===== config.mk =====
export PLATFORM = sky130hd
export DESIGN_NAME = asd_front
export DESIGN_NICKNAME = d
export VERILOG_FILES = /design/src/hdl/asd_pkg.sv /design/src/hdl/asd_front.sv
export SDC_FILE = /design/constraint.sdc
export NUM_CORES = 1
export LEC_CHECK = 0
export ABC_AREA = 1
export BUFFER_PORTS_ARGS = -buffer_cell sky130_fd_sc_hd__buf_2
export CAP_MARGIN = 40
export CORE_AREA = 2 2 168 170
export DETAILED_ROUTE_END_ITERATION = 16
export DIE_AREA = 0 0 170 172
export PLACE_DENSITY = 0.61
export SETUP_SLACK_MARGIN = 0.5
export SYNTH_ARGS = -nofsm -noshare
export SYNTH_HDL_FRONTEND = slang
export SYNTH_SLANG_ARGS = --single-unit

===== constraint.sdc =====
create_clock -name clk -period 20.4 [get_ports clk]
set_input_delay 2.04 -clock clk [delete_from_list [all_inputs] [get_ports clk]]
set_output_delay 2.04 -clock clk [all_outputs]
set_load 0.02 [all_outputs]

===== src/hdl/asd_pkg.sv =====
package asd_pkg;

  // field and state widths
  localparam int PRICE_W     = 48;
  localparam int QTY_W       = 32;
  localparam int STEP_W      = 32;
  localparam int ACC_W       = 64;
  localparam int COUNT_W     = 32;
  localparam int LIMIT_W     = 47;
  localparam int THRESH_W    = 16;
  localparam int BPS_W       = 47;
  localparam int QUOTE_W     = 47;
  localparam int CFG_DATA_W  = 47;
  localparam int CFG_INDEX_W = 1;

  // queue between front and back
  localparam int QUEUE_DEPTH = 2;

  // fill product split: low half unsigned, high half signed
  localparam int HALF_W      = 24;
  localparam int LO_PROD_W   = HALF_W + QTY_W;
  localparam int HI_PROD_W   = ACC_W - HALF_W;

  // spread division
  localparam int BPS_SCALE   = 10000;
  localparam int SCALE_W     = 14;
  localparam int SPREAD_W    = QUOTE_W;
  localparam int DIVIDEND_W  = SPREAD_W + SCALE_W;
  localparam int QUO_W       = 15;
  localparam int QCNT_W      = 4;
  localparam int BPS_MAX     = 20000;

  localparam logic [1:0] ACT_FILL  = 2'd0;
  localparam logic [1:0] ACT_QUOTE = 2'd1;
  localparam logic [1:0] ACT_EOS   = 2'd2;

  localparam logic [CFG_INDEX_W-1:0] CFG_POSITION_LIMIT = 1'd0;
  localparam logic [CFG_INDEX_W-1:0] CFG_THRESHOLD_BPS  = 1'd1;

  localparam logic [LIMIT_W-1:0]  POSITION_LIMIT_RST = 47'd1000000;
  localparam logic [THRESH_W-1:0] THRESHOLD_RST      = 16'd5;

  typedef enum logic [1:0] {
    CMD_FILL,
    CMD_QUOTE,
    CMD_EOS
  } cmd_kind_t;

  typedef enum logic [2:0] {
    BK_IDLE,
    BK_FILL_ACC,
    BK_EOS_PREP,
    BK_EOS_DIV,
    BK_EOS_DONE
  } back_state_t;

  typedef struct packed {
    logic [1:0]                action;
    logic signed [PRICE_W-1:0] fill_price;
    logic [QTY_W-1:0]          fill_size;
    logic signed [PRICE_W-1:0] quote_bid;
    logic signed [PRICE_W-1:0] quote_ask;
    logic [STEP_W-1:0]         step_number;
  } in_item_t;

  typedef struct packed {
    logic                    signal_valid;
    logic [BPS_W-1:0]        spread_bps;
    logic [STEP_W-1:0]       signal_step;
    logic                    halt_request;
    logic signed [ACC_W-1:0] position_out;
    logic signed [ACC_W-1:0] pnl_out;
    logic [COUNT_W-1:0]      fills_out;
    logic [COUNT_W-1:0]      signals_out;
  } out_item_t;

  typedef struct packed {
    cmd_kind_t                 kind;
    logic signed [PRICE_W-1:0] price;
    logic [QTY_W-1:0]          qty;
    logic [QUOTE_W-1:0]        bid;
    logic                      bid_ok;
    logic [QUOTE_W-1:0]        ask;
    logic                      ask_ok;
    logic [STEP_W-1:0]         step;
  } cmd_t;

  typedef struct packed {
    logic                  start;
    logic [DIVIDEND_W-1:0] dividend;
    logic [SPREAD_W-1:0]   divisor;
  } div_req_t;

  typedef struct packed {
    logic             busy;
    logic             done;
    logic [QUO_W-1:0] quotient;
  } div_rsp_t;

endpackage


===== src/hdl/asd_front.sv =====
module asd_front (
  input  logic              clk,
  input  logic              rst_n,
  input  logic              in_valid,
  output logic              in_ready,
  input  asd_pkg::in_item_t in_data,
  output logic              push_valid,
  input  logic              push_ready,
  output asd_pkg::cmd_t     push_cmd
);

  logic          fr_valid_r;
  asd_pkg::cmd_t cmd_r;
  asd_pkg::cmd_t cmd_nxt;
  logic          keep;
  logic          take;

  assign in_ready   = !fr_valid_r || push_ready;
  assign take       = in_valid && in_ready;
  assign push_valid = fr_valid_r;
  assign push_cmd   = cmd_r;

  // classify the message; unused action code is dropped here
  always_comb begin
    cmd_nxt.price  = in_data.fill_price;
    cmd_nxt.qty    = in_data.fill_size;
    cmd_nxt.bid    = in_data.quote_bid[asd_pkg::QUOTE_W-1:0];
    cmd_nxt.bid_ok = !in_data.quote_bid[asd_pkg::PRICE_W-1] && (in_data.quote_bid != '0);
    cmd_nxt.ask    = in_data.quote_ask[asd_pkg::QUOTE_W-1:0];
    cmd_nxt.ask_ok = !in_data.quote_ask[asd_pkg::PRICE_W-1] && (in_data.quote_ask != '0);
    cmd_nxt.step   = in_data.step_number;
    keep           = 1'b1;
    unique case (in_data.action)
      asd_pkg::ACT_FILL:  cmd_nxt.kind = asd_pkg::CMD_FILL;
      asd_pkg::ACT_QUOTE: cmd_nxt.kind = asd_pkg::CMD_QUOTE;
      asd_pkg::ACT_EOS:   cmd_nxt.kind = asd_pkg::CMD_EOS;
      default: begin
        cmd_nxt.kind = asd_pkg::CMD_EOS;
        keep         = 1'b0;
      end
    endcase
  end

  always_ff @(posedge clk) begin
    if (!rst_n) begin
      fr_valid_r <= 1'b0;
    end else if (take) begin
      fr_valid_r <= keep;
    end else if (push_ready) begin
      fr_valid_r <= 1'b0;
    end
  end

  always_ff @(posedge clk) begin
    if (take) begin
      cmd_r <= cmd_nxt;
    end
  end

endmodule


== Yosys cells after proc, flatten, opt, wreduce, memory -nomap -nowiden ==
Index checks and enable logic that the tools add are counted.

* Output and inout port bits: 212
* Flip-flop bits (word level): 211
* Bits of input ports: 214
* Word-level logic and storage cells: 27

* Eq/ne operators: 2
* Multiplexer cells: 4
* Reductions and logical operators: 12

{| class="wikitable"
|+ Operator list
! cell !! count
|-
| nonzero test 48 bit || 2
|-
| one-hot mux 2 bit (2 select lines) || 1
|-
| logical AND 1 bit || 3
|-
| logical NOT 1 bit || 3
|-
| 2-to-1 mux 1 bit || 3
|-
| OR reduction 3 bit || 1
|-
| equality test 2 x 1 -> 1 bit (second input constant) || 1
|-
| equality test 2 bit (second input constant) || 1
|-
| logical NOT 2 bit || 1
|-
| nonzero test 2 bit || 1
|-
| logical OR 1 bit || 1
|}

== Depth between registers and ports, before layout ==
* Word-level depth: 4
* Depth in mapped cells: 6
* Mapped depth without buffers: 6

== Least setup slack after synthesis ==
OpenSTA, ideal clock, no wires.

* Path kind: in2reg
* Start point: input port push_ready
* End point: register cmd_r (netlist bit push_cmd[0]), enable pin
* Setup time: 1.104 ns
* Data arrival time: 17.167 ns
* Buffers on the path: 0
* Slack: 2.129 ns
* Required time: 19.296 ns
* Stages: 2
* Cells stage by stage: inv_1 a21boi_0

* Cells in the longest elaborated chain, start to end: 2

{| class="wikitable"
|+ RTL lines
! element !! line !! source
|-
| from (decl) || asd_front.sv:8 || <nowiki>input logic push_ready,</nowiki>
|-
| logical OR 1 bit || asd_front.sv:18 || <nowiki>assign in_ready = !fr_valid_r || push_ready;</nowiki>
|-
| logical AND 1 bit || asd_front.sv:19 || <nowiki>assign take = in_valid && in_ready;</nowiki>
|-
| net take || asd_front.sv:16 || <nowiki>logic take;</nowiki>
|-
| to (signal assigned) || asd_front.sv:56 || <nowiki>cmd_r <= cmd_nxt;</nowiki>
|-
| to (decl) || asd_front.sv:13 || <nowiki>asd_pkg::cmd_t cmd_r;</nowiki>
|}

The timed path passes the listed nets, and every way through them passes these cells.
A chain may end at the register's enable or synchronous reset.

== Final worst setup path ==
* Start point: input port push_ready
* End point: output port in_ready

* Cells in the longest elaborated chain, start to end: 1

{| class="wikitable"
|+ RTL lines
! element !! line !! source
|-
| logical OR 1 bit || asd_front.sv:18 ||
|-
| to (decl) || asd_front.sv:5 || <nowiki>output logic in_ready,</nowiki>
|}

Every way passes these cells.

==> impl_metrics.ini <==
[status]
status = completed

[worst_setup_path]
crit_slowest_cell = buf_2
cp_data_required_time_ns = 18.36
critical-path-max-stage-delay_ns = 0.16
timing.critical_path.mode_cell = buf_2
critical_path.max_fanout = 2
crit_chain = buf_2 > inv_1 > nand2_1 > buf_2
end_kind = primary output
cp.arrival_ns = 2.46
critPathLaunchType = input port
path_class = in -> out

[timing]
max_slew_margin = 0.400
setup_viol = 0
holdWs_ns = 0.565
period_share = 0.221
finalSetupTns_ns = 0
drv_slew = 0
min_period_ns = 4.50
worst_pin_slew_ns = 0.899
finalHoldViolCount = 0
max_freq_mhz = 222
finalClockSkew_ns = 0.00891
rsz0062_at_grt = no

[floorplanning]
die_y_um = 172
start_util = 0.244
die_x_um = 170
core_um2 = 27500
row_count = 61
num_io_pins = 426
die_area_um2 = 29200

[pwr]
cellLeakagePower_uw = 0.00424
power_density_nw_per_um2 = 101
peakVddDrop_mv = 0.0617

[routing]
num_vias = 4414
dr.pass1.iters = 4
drc = 0
totalWireLength_mm = 18.6
routedWlPerCell_um = 16.6
route.antenna.remaining_nets = 0
drt-initial-drc-count = 190
viasPerCell = 3.94

[synthesis]
syn-num-nets = 520
yosys_warnings = 0
ys_seq_area_frac = 0.942
yosysUniqueCellTypes = 10
syn-cell-area_um2 = 6710
netlist.top_cell.by_area = edfxtp_1
synth_seq_cells = 211
postSynthCellCount = 306
syn_avg_cell_area_um2 = 21.9
yosys.area.top_type_share = 0.939
synthTopCellsByArea = edfxtp_1 (94%), nor2_1 (3.2%), nand2_1 (1.3%), nand4_1 (0.37%), nor2_2 (0.37%)

[grt]
gr-total-overflow = 0
grt_max_degree = 74
grt_pass1_wl_mm = 25.2
grt_pass1_vias = 4332
antenna_found_initial = 2
grt_use_total = 0.115

[cells_and_area]
nets = 973
nFillCells = 2651
area_growth_syn_to_layout_pct = 49.8
drive_above_1_share = 0.599
finalInstanceArea_um2 = 10100

[placed_design]
routabilityCongestion = 0.758
portBuffers = 425
place_area_um2 = 9330
dp_hpwl_mm = 14.5

[clock_network]
clk_pin_slew_ns = 0.06
cts_tree = built
insertion_delay_ns = 0.49
ctsResizeCount = 0
cts_setup_buffers = 0
numCtsBuffers = 23
cts_max_level = 1
clock_sinks = 211
root_buffer = clkbuf_16
holdBufCountCts = 0
cts.path.max_buffers = 3

[min_path]
hp-class = reg -> reg

[run]
maxCapViolations = 0
## stage by stage
step | setup slack (ns) | utilization | power (uW) | instances
after global placement | 15.89 | 0.339 | 620 | 1079
after detailed placement | 15.90 | 0.340 | 622 | 1080
after global routing | 15.84 | 0.366 | 1050 | 1120
after CTS | 15.90 | 0.366 | 1030 | 1119
after floorplan | 2.13 | - | 583 | 306
final | 15.90 | 0.366 | 1010 | 1121
## synthesized netlist by cell type (all sizes together)
| cell | instances |
|---|---|
| edfxtp | 210 |
| nor2 | 61 |
| nand2 | 23 |
| nand4 | 4 |
| a21boi | 2 |
| a21oi | 2 |
| inv | 2 |
| clkbuf | 1 |
| dfxtp | 1 |
## cell families (layout without fill, tap and decap cells)
group / after synthesis / after routing / share of synthesized area
AOI/OAI and AO/OA: 4 / 4 / 0.00373
other: 0 / 2 / 0
and+or+nand+nor: 88 / 88 / 0.0522
DFF: 211 / 211 / 0.942
buffers and inverters: 3 / 470 / 0.00168
## metal layers
layer / part of all wire / track usage
met5: 0 / 0
met2: 0.49 / 0.196
met1: 0.39 / 0.135
met3: 0.10 / 0.0414
met4: 0.019 / 0.0379
## layout by cell type (no fill, tap or decap)
| master | Yosys | final |
|---|---|---|
| a21boi_0 | 2 | 1 |
| a21boi_4 | 0 | 1 |
| a21oi_1 | 2 | 2 |
| buf_16 | 0 | 1 |
| buf_2 | 0 | 425 |
| buf_4 | 0 | 3 |
| bufinv_16 | 0 | 3 |
| clkbuf_1 | 1 | 4 |
| clkbuf_16 | 0 | 23 |
| clkinv_1 | 0 | 6 |
| clkinv_2 | 0 | 2 |
| clkinvlp_4 | 0 | 1 |
| dfxtp_1 | 1 | 1 |
| diode_2 | 0 | 2 |
| edfxtp_1 | 210 | 210 |
| inv_1 | 2 | 2 |
| nand2_1 | 23 | 23 |
| nand4_1 | 4 | 4 |
| nor2_1 | 57 | 57 |
| nor2_2 | 4 | 4 |
## critical path: cells and delay by family
family | cells | cell delay [ns]
buffers and inverters | 3 | 0.35
and+or+nand+nor | 1 | 0.07
## sequential cells by signal, summed over array words and instances (netlist names)
signal / cells
push_cmd: 210
push_valid: 1
## worst paths after layout
kind | slack (ns) | from | cells after the start | end
setup / recovery | 15.90 | push_ready | 4 | in_ready
hold / removal | 0.56 | push_valid$_SDFFE_PN0P_ | 2 | push_valid$_SDFFE_PN0P_
setup reg to reg | 17.94 | push_valid$_SDFFE_PN0P_ | 3 | push_cmd[45]$_DFFE_PP_
hold reg to reg | 0.56 | push_valid$_SDFFE_PN0P_ | 2 | push_valid$_SDFFE_PN0P_
## final cells by class
type | instances | area, um2 | share of cell area
inverter | 2 | 7.51 | 0.000747
antenna | 2 | 5.00 | 0.000498
multi-input combinational | 92 | 387 | 0.0384
timing repair buffer | 429 | 2180 | 0.216
clock buffer | 27 | 591 | 0.0587
sequential | 211 | 6330 | 0.629
clock inverter | 12 | 130 | 0.0129
tap | 346 | 433 | 0.0431
## power by group
part	internal (uW)	switching, uW	leakage [uW]
Clock	243	157	0.000348
Sequential	508	6.03	0.00205
Combinational	33.1	64.1	0.00184
Power figures use the tool's default switching activity.
