==> config.mk <==
export PLATFORM = sky130hd
export DESIGN_NAME = asd_queue
export DESIGN_NICKNAME = d
export VERILOG_FILES = /design/src/hdl/asd_pkg.sv /design/src/hdl/asd_queue.sv
export SDC_FILE = /design/constraint.sdc
export NUM_CORES = 1
export LEC_CHECK = 0
export BUFFER_PORTS_ARGS = -buffer_cell sky130_fd_sc_hd__buf_2
export CAP_MARGIN = 30
export CORE_ASPECT_RATIO = 2
export CORE_MARGIN = 3
export CORE_UTILIZATION = 55
export DETAILED_ROUTE_END_ITERATION = 10
export GPL_ROUTABILITY_DRIVEN = 0
export PLACE_DENSITY_LB_ADDON = 0.05
export SKIP_CTS_REPAIR_TIMING = 1
export SYNTH_ARGS = -nofsm -noshare
export SYNTH_HDL_FRONTEND = slang
export SYNTH_SLANG_ARGS = --single-unit
==> constraint.sdc <==
create_clock -name clk -period 11.87 [get_ports clk]
set_input_delay 2.374 -clock clk [delete_from_list [all_inputs] [get_ports clk]]
set_output_delay 2.374 -clock clk [all_outputs]
set_load 0.005 [all_outputs]
==> src/hdl/asd_pkg.sv <==
package asd_pkg;

  // field and state widths
  localparam int PRICE_W     = 48;
  localparam int QTY_W       = 32;
  localparam int STEP_W      = 32;
  localparam int ACC_W       = 64;
  localparam int COUNT_W     = 32;
  localparam int LIMIT_W     = 47;
  localparam int THRESH_W    = 16;
  localparam int BPS_W       = 47;
  localparam int QUOTE_W     = 47;
  localparam int CFG_DATA_W  = 47;
  localparam int CFG_INDEX_W = 1;

  // queue between front and back
  localparam int QUEUE_DEPTH = 2;

  // fill product split: low half unsigned, high half signed
  localparam int HALF_W      = 24;
  localparam int LO_PROD_W   = HALF_W + QTY_W;
  localparam int HI_PROD_W   = ACC_W - HALF_W;

  // spread division
  localparam int BPS_SCALE   = 10000;
  localparam int SCALE_W     = 14;
  localparam int SPREAD_W    = QUOTE_W;
  localparam int DIVIDEND_W  = SPREAD_W + SCALE_W;
  localparam int QUO_W       = 15;
  localparam int QCNT_W      = 4;
  localparam int BPS_MAX     = 20000;

  localparam logic [1:0] ACT_FILL  = 2'd0;
  localparam logic [1:0] ACT_QUOTE = 2'd1;
  localparam logic [1:0] ACT_EOS   = 2'd2;

  localparam logic [CFG_INDEX_W-1:0] CFG_POSITION_LIMIT = 1'd0;
  localparam logic [CFG_INDEX_W-1:0] CFG_THRESHOLD_BPS  = 1'd1;

  localparam logic [LIMIT_W-1:0]  POSITION_LIMIT_RST = 47'd1000000;
  localparam logic [THRESH_W-1:0] THRESHOLD_RST      = 16'd5;

  typedef enum logic [1:0] {
    CMD_FILL,
    CMD_QUOTE,
    CMD_EOS
  } cmd_kind_t;

  typedef enum logic [2:0] {
    BK_IDLE,
    BK_FILL_ACC,
    BK_EOS_PREP,
    BK_EOS_DIV,
    BK_EOS_DONE
  } back_state_t;

  typedef struct packed {
    logic [1:0]                action;
    logic signed [PRICE_W-1:0] fill_price;
    logic [QTY_W-1:0]          fill_size;
    logic signed [PRICE_W-1:0] quote_bid;
    logic signed [PRICE_W-1:0] quote_ask;
    logic [STEP_W-1:0]         step_number;
  } in_item_t;

  typedef struct packed {
    logic                    signal_valid;
    logic [BPS_W-1:0]        spread_bps;
    logic [STEP_W-1:0]       signal_step;
    logic                    halt_request;
    logic signed [ACC_W-1:0] position_out;
    logic signed [ACC_W-1:0] pnl_out;
    logic [COUNT_W-1:0]      fills_out;
    logic [COUNT_W-1:0]      signals_out;
  } out_item_t;

  typedef struct packed {
    cmd_kind_t                 kind;
    logic signed [PRICE_W-1:0] price;
    logic [QTY_W-1:0]          qty;
    logic [QUOTE_W-1:0]        bid;
    logic                      bid_ok;
    logic [QUOTE_W-1:0]        ask;
    logic                      ask_ok;
    logic [STEP_W-1:0]         step;
  } cmd_t;

  typedef struct packed {
    logic                  start;
    logic [DIVIDEND_W-1:0] dividend;
    logic [SPREAD_W-1:0]   divisor;
  } div_req_t;

  typedef struct packed {
    logic             busy;
    logic             done;
    logic [QUO_W-1:0] quotient;
  } div_rsp_t;

endpackage

==> src/hdl/asd_queue.sv <==
module asd_queue #(
  parameter int DEPTH = asd_pkg::QUEUE_DEPTH  // power of two, at least 2
) (
  input  logic          clk,
  input  logic          rst_n,
  input  logic          push_valid,
  output logic          push_ready,
  input  asd_pkg::cmd_t push_cmd,
  output logic          pop_valid,
  input  logic          pop_ready,
  output asd_pkg::cmd_t pop_cmd
);

  localparam int PTR_W = $clog2(DEPTH);
  localparam int CNT_W = $clog2(DEPTH + 1);

  asd_pkg::cmd_t    slot_r [DEPTH];
  logic [PTR_W-1:0] wr_ptr_r;
  logic [PTR_W-1:0] rd_ptr_r;
  logic [CNT_W-1:0] cnt_r;
  logic             push;
  logic             pop;

  assign push_ready = (cnt_r != CNT_W'(DEPTH));
  assign pop_valid  = (cnt_r != '0);
  assign push       = push_valid && push_ready;
  assign pop        = pop_ready && pop_valid;
  assign pop_cmd    = slot_r[rd_ptr_r];

  always_ff @(posedge clk) begin
    if (!rst_n) begin
      wr_ptr_r <= '0;
      rd_ptr_r <= '0;
      cnt_r    <= '0;
    end else begin
      if (push) begin
        wr_ptr_r <= wr_ptr_r + PTR_W'(1);
      end
      if (pop) begin
        rd_ptr_r <= rd_ptr_r + PTR_W'(1);
      end
      if (push && !pop) begin
        cnt_r <= cnt_r + CNT_W'(1);
      end else if (pop && !push) begin
        cnt_r <= cnt_r - CNT_W'(1);
      end
    end
  end

  always_ff @(posedge clk) begin
    if (push) begin
      slot_r[wr_ptr_r] <= push_cmd;
    end
  end

endmodule

Word level (Yosys, flattened, before mapping)
Memory sizes are Yosys's and may differ from the RTL's. A register that Yosys moved wholly into a read port is not among the register bits.
Cells that the tools add are included.
{"block": "totals", "ff_bits": 4, "mem_count": 1, "in_bits": 214, "wordCells": 23, "mem_bits_rw": 420}
{"memory": "slot_r", "depth": 2, "word_bits": 210, "rd": 1, "rd_clocked_by_memory_dff": 1, "wr": 1, "line_no": "asd_queue.sv:17", "text": "asd_pkg::cmd_t slot_r [DEPTH];"}
{"block": "classes", "n_addsub": 4, "muxes": 6, "reduce_logical": 8, "n_eq_ne": 1}
{"operator": "logical AND 1 bit", "count": 4}
{"operator": "two-way mux 1 bit", "count": 4}
{"operator": "two-way mux 2 bit", "count": 2}
{"operator": "nonzero test 2 bit", "count": 2}
{"operator": "adder 1 bit, second input constant", "count": 2}
{"operator": "adder 2 x 1 -> 2 bit, second input constant", "count": 1}
{"operator": "logical NOT 1 bit", "count": 2}
{"operator": "!= test 2 bit, second input constant", "count": 1}
{"operator": "subtractor 2 x 1 -> 2 bit, second input constant", "count": 1}

Depth between registers and ports, before layout
Gate-level depths: netlist (run 1).
{"block": "logic_depth", "word_depth": 6, "mapped_depth": 6, "depth_no_buf": 6}

Worst setup path before layout (run 1)
Ideal clock, no wire load.
{"block": "synth_path", "kind": "input-to-reg", "from": "in push_valid", "to": "mem slot_r[1][0] (netlist name), enable pin", "arrival_time_ns": 7.218, "path_slack_ns": 4.054, "stages": 1, "setup_time_ns": 0.598, "required_ns": 11.272, "path_cell_list": "and3_1"}
{"block": "synth_via", "elab_chain_cells": 3}
{"item": "start: declaration", "line_no": "asd_queue.sv:6", "text": "input logic push_valid,"}
{"item": "logical AND 1 bit", "line_no": "asd_queue.sv:26", "text": "assign push = push_valid && push_ready;"}
{"item": "two-way mux 1 bit", "line_no": "asd_queue.sv:51", "text": "if (push) begin"}
{"item": "two-way mux 1 bit (implied by the code)", "line_no": "asd_queue.sv:52", "text": "slot_r[wr_ptr_r] <= push_cmd;"}
{"item": "end: declaration", "line_no": "asd_queue.sv:17"}
No other way between the ends.

==> results of run 1 <==
[synthesized netlist by cell type]
| cell | count | area, um2 |
|---|---|---|
| sky130_fd_sc_hd__buf_2 | 1 | 5.000 |
| sky130_fd_sc_hd__o21ai_0 | 1 | 5.000 |
| sky130_fd_sc_hd__mux2_2 | 210 | 2365 |
| sky130_fd_sc_hd__a21boi_1 | 1 | 7.510 |
| sky130_fd_sc_hd__xnor2_1 | 2 | 17.52 |
| sky130_fd_sc_hd__dfxtp_1 | 5 | 100.1 |
| sky130_fd_sc_hd__o21ai_1 | 1 | 5.000 |
| sky130_fd_sc_hd__ha_1 | 1 | 12.51 |
| sky130_fd_sc_hd__and3_1 | 1 | 6.260 |
| sky130_fd_sc_hd__nand2b_4 | 1 | 13.76 |
| sky130_fd_sc_hd__buf_6 | 22 | 247.7 |
| sky130_fd_sc_hd__nand3b_1 | 1 | 7.510 |
| sky130_fd_sc_hd__a21bo_2 | 1 | 10.01 |
| sky130_fd_sc_hd__xor2_1 | 1 | 8.760 |
| sky130_fd_sc_hd__or3_1 | 1 | 6.260 |
| sky130_fd_sc_hd__or2_2 | 1 | 6.260 |
| sky130_fd_sc_hd__inv_1 | 1 | 3.750 |
| sky130_fd_sc_hd__edfxtp_1 | 420 | 12610 |
| sky130_fd_sc_hd__a21boi_0 | 1 | 7.510 |
| sky130_fd_sc_hd__and2_1 | 4 | 25.02 |
[final timing paths]
check            from              to  slack, ps
max reg2reg  cnt_r[0]  slot_r[1][150]       8700
min reg2reg  cnt_r[1]        cnt_r[1]        600
min          cnt_r[1]        cnt_r[1]        600
max              flop    pop_cmd[167]       6710
[per-stage QoR]
step	power, mW	util (%)	hold WS [ps]	area, um2	setup WS (ps)
after global routing	4.216	69.43	644.2	19200	6551
final	4.040	69.46	596.3	19210	6707
after CTS	4.094	69.34	601.8	19170	6669
after floorplan	2.516	-	512.4	15470	4054
after global placement	2.837	64.54	552.4	17850	6786
after detailed placement	2.866	64.84	572.6	17930	6817
[power by group through the flow]
stage               logic [mW]  clock network (mW)  registers (mW)
global route             0.969                1.31            1.94
CTS                      0.915                1.25            1.92
finish                   0.896                1.22            1.92
floorplan                0.541                   0            1.98
global placement         0.860                   0            1.98
detailed placement       0.909                   0            1.96
[layout by cell type (no fill, tap or decap), types with 2 or more instances in the layout]
| cell type | netlist | final |
|---|---|---|
| sky130_fd_sc_hd__buf_4 | 0 | 6 |
| sky130_fd_sc_hd__clkinv_1 | 0 | 8 |
| sky130_fd_sc_hd__clkbuf_1 | 0 | 7 |
| sky130_fd_sc_hd__buf_2 | 1 | 425 |
| sky130_fd_sc_hd__dfxtp_1 | 5 | 4 |
| sky130_fd_sc_hd__diode_2 | 0 | 13 |
| sky130_fd_sc_hd__edfxtp_1 | 420 | 420 |
| sky130_fd_sc_hd__and2_1 | 4 | 4 |
| sky130_fd_sc_hd__bufinv_16 | 0 | 5 |
| sky130_fd_sc_hd__clkbuf_16 | 0 | 39 |
| sky130_fd_sc_hd__xnor2_1 | 2 | 2 |
| sky130_fd_sc_hd__buf_16 | 0 | 3 |
| sky130_fd_sc_hd__mux2_2 | 210 | 210 |
| sky130_fd_sc_hd__clkinv_2 | 0 | 4 |
[final cells by class]
type | count | area [um2]
flip-flops and latches | 425 | 12720
fillers | 1872 | 8447
multi-input cells | 228 | 2509
repair buffers | 434 | 2255
clock buffers | 46 | 1002
well taps | 352 | 440.4
clock inverters | 21 | 241.5
diodes | 13 | 32.53
inverters | 1 | 11.26
[registers in the layout, indices dropped and copies added (netlist names), named ones only]
register / cells
slot_r: 420
cnt_r: 2
rd_ptr_r: 1
wr_ptr_r: 1
[critical path: stages (launching register included)]
cell and delay, ps:
sky130_fd_sc_hd__dfxtp_4 490, sky130_fd_sc_hd__buf_16 320, sky130_fd_sc_hd__buf_4 760, sky130_fd_sc_hd__mux2_2 460, sky130_fd_sc_hd__buf_2 140
[routing by layer]
metal / GRT usage [%] / vias up / share of wire [%]
met5: 0 / - / 0.063
li1: - / 3622 / -
met2: 37.98 / 336 / 54
met3: 6.717 / 75 / 7.8
met1: 23.51 / 3947 / 34
met4: 11.94 / 4 / 4.9
[logic make-up (layout without fill, tap and decap cells)]
logic type                 Yosys count  after routing  synth area share [%]
AOI/OAI and AO/OA                    5              5                0.2264
adders and majority gates            1              1               0.08085
buffers and inverters               24            502                 1.658
other                                0             13                     0
and+or+nand+nor                      9              9                0.4206
muxes                              210            210                 15.28
xor gates and xnor gates             3              3                0.1699
DFF                                425            425                 82.16
==> impl_summary.md, run 1 <==
Route
Dividing the detail-routed via count by the number of cells gives 5.253. The post-detailed-route DRC marker count is 0. Across all layers, the routed design uses around 8000 vias. Before antenna repair, the detailed router went through 4 iterations.

The final wirelength is about 34000 um. The mean routed wirelength per cell is 22.05 um. The post-route antenna net violation count is 0. After the first detailed-routing iteration, the DRC count stood at 584.

Yosys
The synthesized design contains about 430 register bits. Yosys mapped the design onto 20 distinct sky130hd cell types. Summing the sequential cell areas from Yosys gives around 80% of the chip area. Counting every instance in the synthesized netlist gives 677.

The synthesized area per cell is 22.85 um2. When the netlist entered floorplanning its net count stood at 892. During synthesis, Yosys emitted a total of 0 warnings. The cell area after synthesis is 15470 um2.

Clock tree
The CTS sink count is 425. The number of clock buffers inserted by TritonCTS is 37. The maximum clock path buffer count is 3. The tree is rooted in a sky130_fd_sc_hd__clkbuf_16. TritonCTS built the clock tree. Clock-pin slew was measured on the worst setup and hold paths at around 60 ps. Clock latency on the worst-skew pair, taken at its later pin, is 520 ps. The number of H-tree levels is 2.

Worst setup path
Data on the critical path is required at its endpoint by 9500 ps. The largest fanout of any net on the critical path is 64. The worst path arrival time is 2790 ps.

The kind of capture point of the worst setup path is an output port. The type of element launching the critical path is a flop. Measured in cells, the most critical reg-to-reg path has a length of 4. The critical setup path kind is reg -> out.

Timing
The worst max-slew margin expressed relative to the limit is 38.40%. The achievable frequency is 193.7 MHz. For the pin with the worst max-slew slack, the measured transition is 924.1 ps. Setup violations remaining at the end of the flow were counted as 0.

The final clock skew is between 9 and 10 ps. The final-report hold violation count was 0. The setup TNS after final layout is 0 ps.

Counting I/O delays and the setup requirement, the final critical path takes 5163 ps. Setup repair after global routing left no endpoint under its margin. The portion of the clock cycle consumed by the worst path in the final layout is 43.49%. The total count of max-transition violations in the final report is 0.

Place
The final HPWL from detailed placement is 23240 um. The number of placed instances, taps included is 1440. The total of buffers placed on input and output ports is ~430.

Min path
The class of the worst hold path is reg -> reg. The depth of the worst hold-timing path is 2.

Power and ir drop
Cell internal power was estimated by the tool at 3.027 mW. The leakage power summed over all cells is between 7 and 8 nW. In this run, the clock network consumes 30.2% of the power. The power dissipated by switching net loads is 1.013 mW.

Net switching is approximately 25% of the power. Per report_power, the sequential group accounts for between 40% and 50% of the total. The worst voltage drop across the vdd grid is 0.0001688 V. The power per cell area is 210.3 nW/um2. The combinational power share is 22.2%.

Die
The full die area is 30300 um2. The die is about 240 um tall. The row count is 86. In this run the standard cell core region covers 27650 um2. In this run the count of I/O pins placed on the die edge is 426. The die width is 124.6 um.

The initial utilization of the core area, before any placement, comes to 55.95%.

Global routing
The initial antenna violation count was 14. The via count of the first global-routing pass is 8459. The first-pass GRT wire length is 49940 um. The global-route congestion overflow total is 0. The overall global routing resource usage is 21.80%.

Entering global routing, the biggest net connects 106 pins.

Finish
The ratio of cells with drive above 1 in the final layout is roughly 60%. The count of placed standard cells in the final layout, fillers left out is 1520. The synthesis-to-finish area growth is 24.14%. The layout net count is 1342.

Flow run
The number of max-cap violations is 0.

Outcome
The run finished with clean final reports.
Note: power is estimated with default switching activity, not from simulation.
==> inputs of run 2 (changes only) <==
--- a/config.mk
+++ b/config.mk
@@ -9,7 +9,7 @@
 export CAP_MARGIN = 30
 export CORE_ASPECT_RATIO = 2
 export CORE_MARGIN = 3
-export CORE_UTILIZATION = 55
+export CORE_UTILIZATION = 52
 export DETAILED_ROUTE_END_ITERATION = 10
 export GPL_ROUTABILITY_DRIVEN = 0
 export PLACE_DENSITY_LB_ADDON = 0.05
==> constraint.sdc (replaced) <==
create_clock -name clk -period 4.8 [get_ports clk]
set_input_delay 0.96 -clock clk [delete_from_list [all_inputs] [get_ports clk]]
set_output_delay 0.96 -clock clk [all_outputs]
set_load 0.005 [all_outputs]
==> run 2 against run 1 <==
  * Combinational power rose by 140%
  * Worst setup slack got worse by 5300 ps
  * Cell count is 0.13% higher
  * Power grew 140%
  * Utilization down 3.6 points
  * Critical path depth fell by 1
  * Die area up 5.6%
  * Via count is 1.0% lower
  * Largest cell class unchanged
  * Largest power group unchanged
==> impl_summary.md, run 2 (synthesis results as in run 1) <==
Outcome
The run finished with clean final reports.

Worst setup path
The kind of capture point of the worst setup path is an output port. The critical setup path kind is reg -> out. The worst path arrival time is 2430 ps (-360 ps). The signal on the critical path passes through buf_12 -> mux2_2 -> buf_2. The type of element launching the critical path is a flop.

The required arrival time at the worst endpoint was 3840 ps (-5660 ps). The buffer and inverter count on the worst path is 2 (-1). The largest stage delay on the critical path is 700 ps (-60 ps). The cell type group with the largest total delay on the critical path is flip-flops. The largest fanout of any net on the critical path is 95 (+48%). The largest individual stage delay along the critical path comes from the cell sky130_fd_sc_hd__dfxtp_4.

Finish
The area growth from synthesis to layout is 23.77%. The area of all placed cells without fillers is 19150 um2 (-0.30%). The total area of sequential cells is 12720 um2 (unchanged).

The library cell used most frequently in the layout, excluding fill and tap cells, is sky130_fd_sc_hd__buf_2. Ranked by flip-flop count, first place goes to slot_r. The layout net count is 1343 (+0.075%). The number of inserted filler cells in the final layout is 2106 (+13%). The ratio of cells with drive above 1 in the final layout is 60.78% (unchanged). In the layout the commonest cells are sky130_fd_sc_hd__buf_2, sky130_fd_sc_hd__edfxtp_1, sky130_fd_sc_hd__mux2_2. The count of placed standard cells in the final layout, fillers left out came to 1522 (+0.13%). The flip-flop count of the largest register, all copies and words added is 420 (unchanged).

The largest registers in the layout are slot_r: 420 flops, cnt_r: 2 flops. The area of the multi-input gates was 2509 um2 (unchanged).

Die
The starting density of the core is 53.23% (-2.7 points). The row count is 88 (+2.3%). The full die area is 31990 um2 (+5.6%). The die height is 249.9 um (+2.8%). The die width is 128.0 um (+2.7%). The standard cell core area was 29070 um2 (+5.1%). The number of top-level pins is 426 (unchanged).

Global routing
The via count of the first global-routing pass is 8558 (+1.2%). The first-pass GRT wire length is 49110 um (-1.7%). The global-route congestion overflow total came to 0 (unchanged). The overall global routing resource usage is 20.39% (-1.4 points). The initial antenna violation count is 11 (-3). The maximum number of pins on one net before global-route repair is 96 (-9.4%).

Clock tree
The CTS sink count is 425 (unchanged). TritonCTS built the clock tree. The buffer cell driving the clock tree root is sky130_fd_sc_hd__clkbuf_16. The clock-pin slew on the worst setup and hold paths was 60 ps (about the same). The maximum clock path buffer count is 3 (unchanged). The number of H-tree levels is 2 (unchanged). The number of clock buffers inserted by TritonCTS is 37 (unchanged). The clock latency at the later pin of the worst-skew pair is 520 ps (about the same).

Route
The mean routed wirelength per cell is 22.03 um (-0.12%). The post-detailed-route DRC marker count is 0 (unchanged). The post-route antenna net violation count was 0 (unchanged). The final wirelength is 33530 um (about the same). The number of search-and-repair iterations in the first detailed-routing pass is 4 (unchanged). The number of DRC violations after detailed-routing iteration 0 came to 517 (-11%). The routed via count divided by cell count was 5.193 (-1.1%).

The total number of vias is 7904 (-1.0%).

Place
The total of buffers placed on input and output ports is 425 (unchanged). The number of placed instances, taps included is 1448 (+0.56%). The final HPWL from detailed placement is 23200 um (-0.19%). The total placed instance area is 17950 um2 (about the same).

Timing
The number of endpoints failing setup at the final stage came to 0 (unchanged). For the finished layout, the period the worst path requires is roughly 3400 ps. The portion of the clock cycle consumed by the worst path in the final layout is between 70 and 80%. The final clock skew is 13.32 ps (+3.824 ps). The final-report hold violation count is 0 (unchanged). The worst max-slew margin expressed relative to the limit is 42.98% (+4.6 points). Setup repair after global routing left no endpoint under its margin. The total count of max-transition violations in the final report came to 0 (unchanged).

The setup TNS after final layout is 0 ps (unchanged). The slew of the pin with the lowest slew margin is 855.3 ps (-68.75 ps). The achievable frequency is 295.1 MHz.

Min path
The tightest min-delay check is of the reg -> reg type.

Power and ir drop
The power per cell area is 512.2 nW/um2 (+140%). The worst voltage drop across the vdd grid is 0.0004261 V (+150%). The leakage power summed over all cells is 7.098 nW (-0.48%).

Flow run
The number of max-cap violations is 0 (unchanged).
## run 2: stage by stage
step | worst slack (ps) | util (%) | hold slack [ps] | total power [mW]
detailed placement | 1412 | 61.74 | 563.4 | 7.073
floorplan | 187.3 | - | 512.4 | 6.178
global placement | 1414 | 61.65 | 550.8 | 7.026
global route | 1331 | 65.88 | 591.1 | 10.25
CTS | 1382 | 65.72 | 570.9 | 9.944
finish | 1411 | 65.88 | 568.0 | 9.808
## run 2: area by class of cell
type,count,area share (%)
diodes,7,0.09147
well taps,360,2.352
flip-flops and latches,425,66.40
inverters,1,0.03920
clock buffers,45,5.214
clock inverters,21,0.8298
multi-input cells,228,13.10
repair buffers,435,11.97
## run 2: routing by layer
metal / part of all wire (%) / vias up / GRT usage, %
met2: 55 / 324 / 36.84
met1: 33 / 3882 / 20.96
met4: 4.1 / 6 / 9.381
met3: 8.5 / 79 / 6.618
li1: - / 3613 / -
met5: 0.084 / - / 0
## run 2: tightest hold or removal path: stages, from the launching register on
cell and delay, ps:
sky130_fd_sc_hd__dfxtp_1 360, sky130_fd_sc_hd__o21ai_0 100, sky130_fd_sc_hd__a21boi_1 60
## run 2: worst paths after layout
check	startpoint	slack [ps]	to	cells past startpoint
worst max-delay path	flop	1410	pop_cmd[137]	3
worst min-delay path	cnt_r[1]	570	cnt_r[1]	2
worst max register to register	cnt_r[0]	2220	slot_r[0][182]	6
worst min register to register	cnt_r[1]	570	cnt_r[1]	2
## run 2: report_power, final
part           switching [mW]  internal (mW)
logic                    1.08           1.09
registers               0.147           4.63
clock network            1.26           1.60
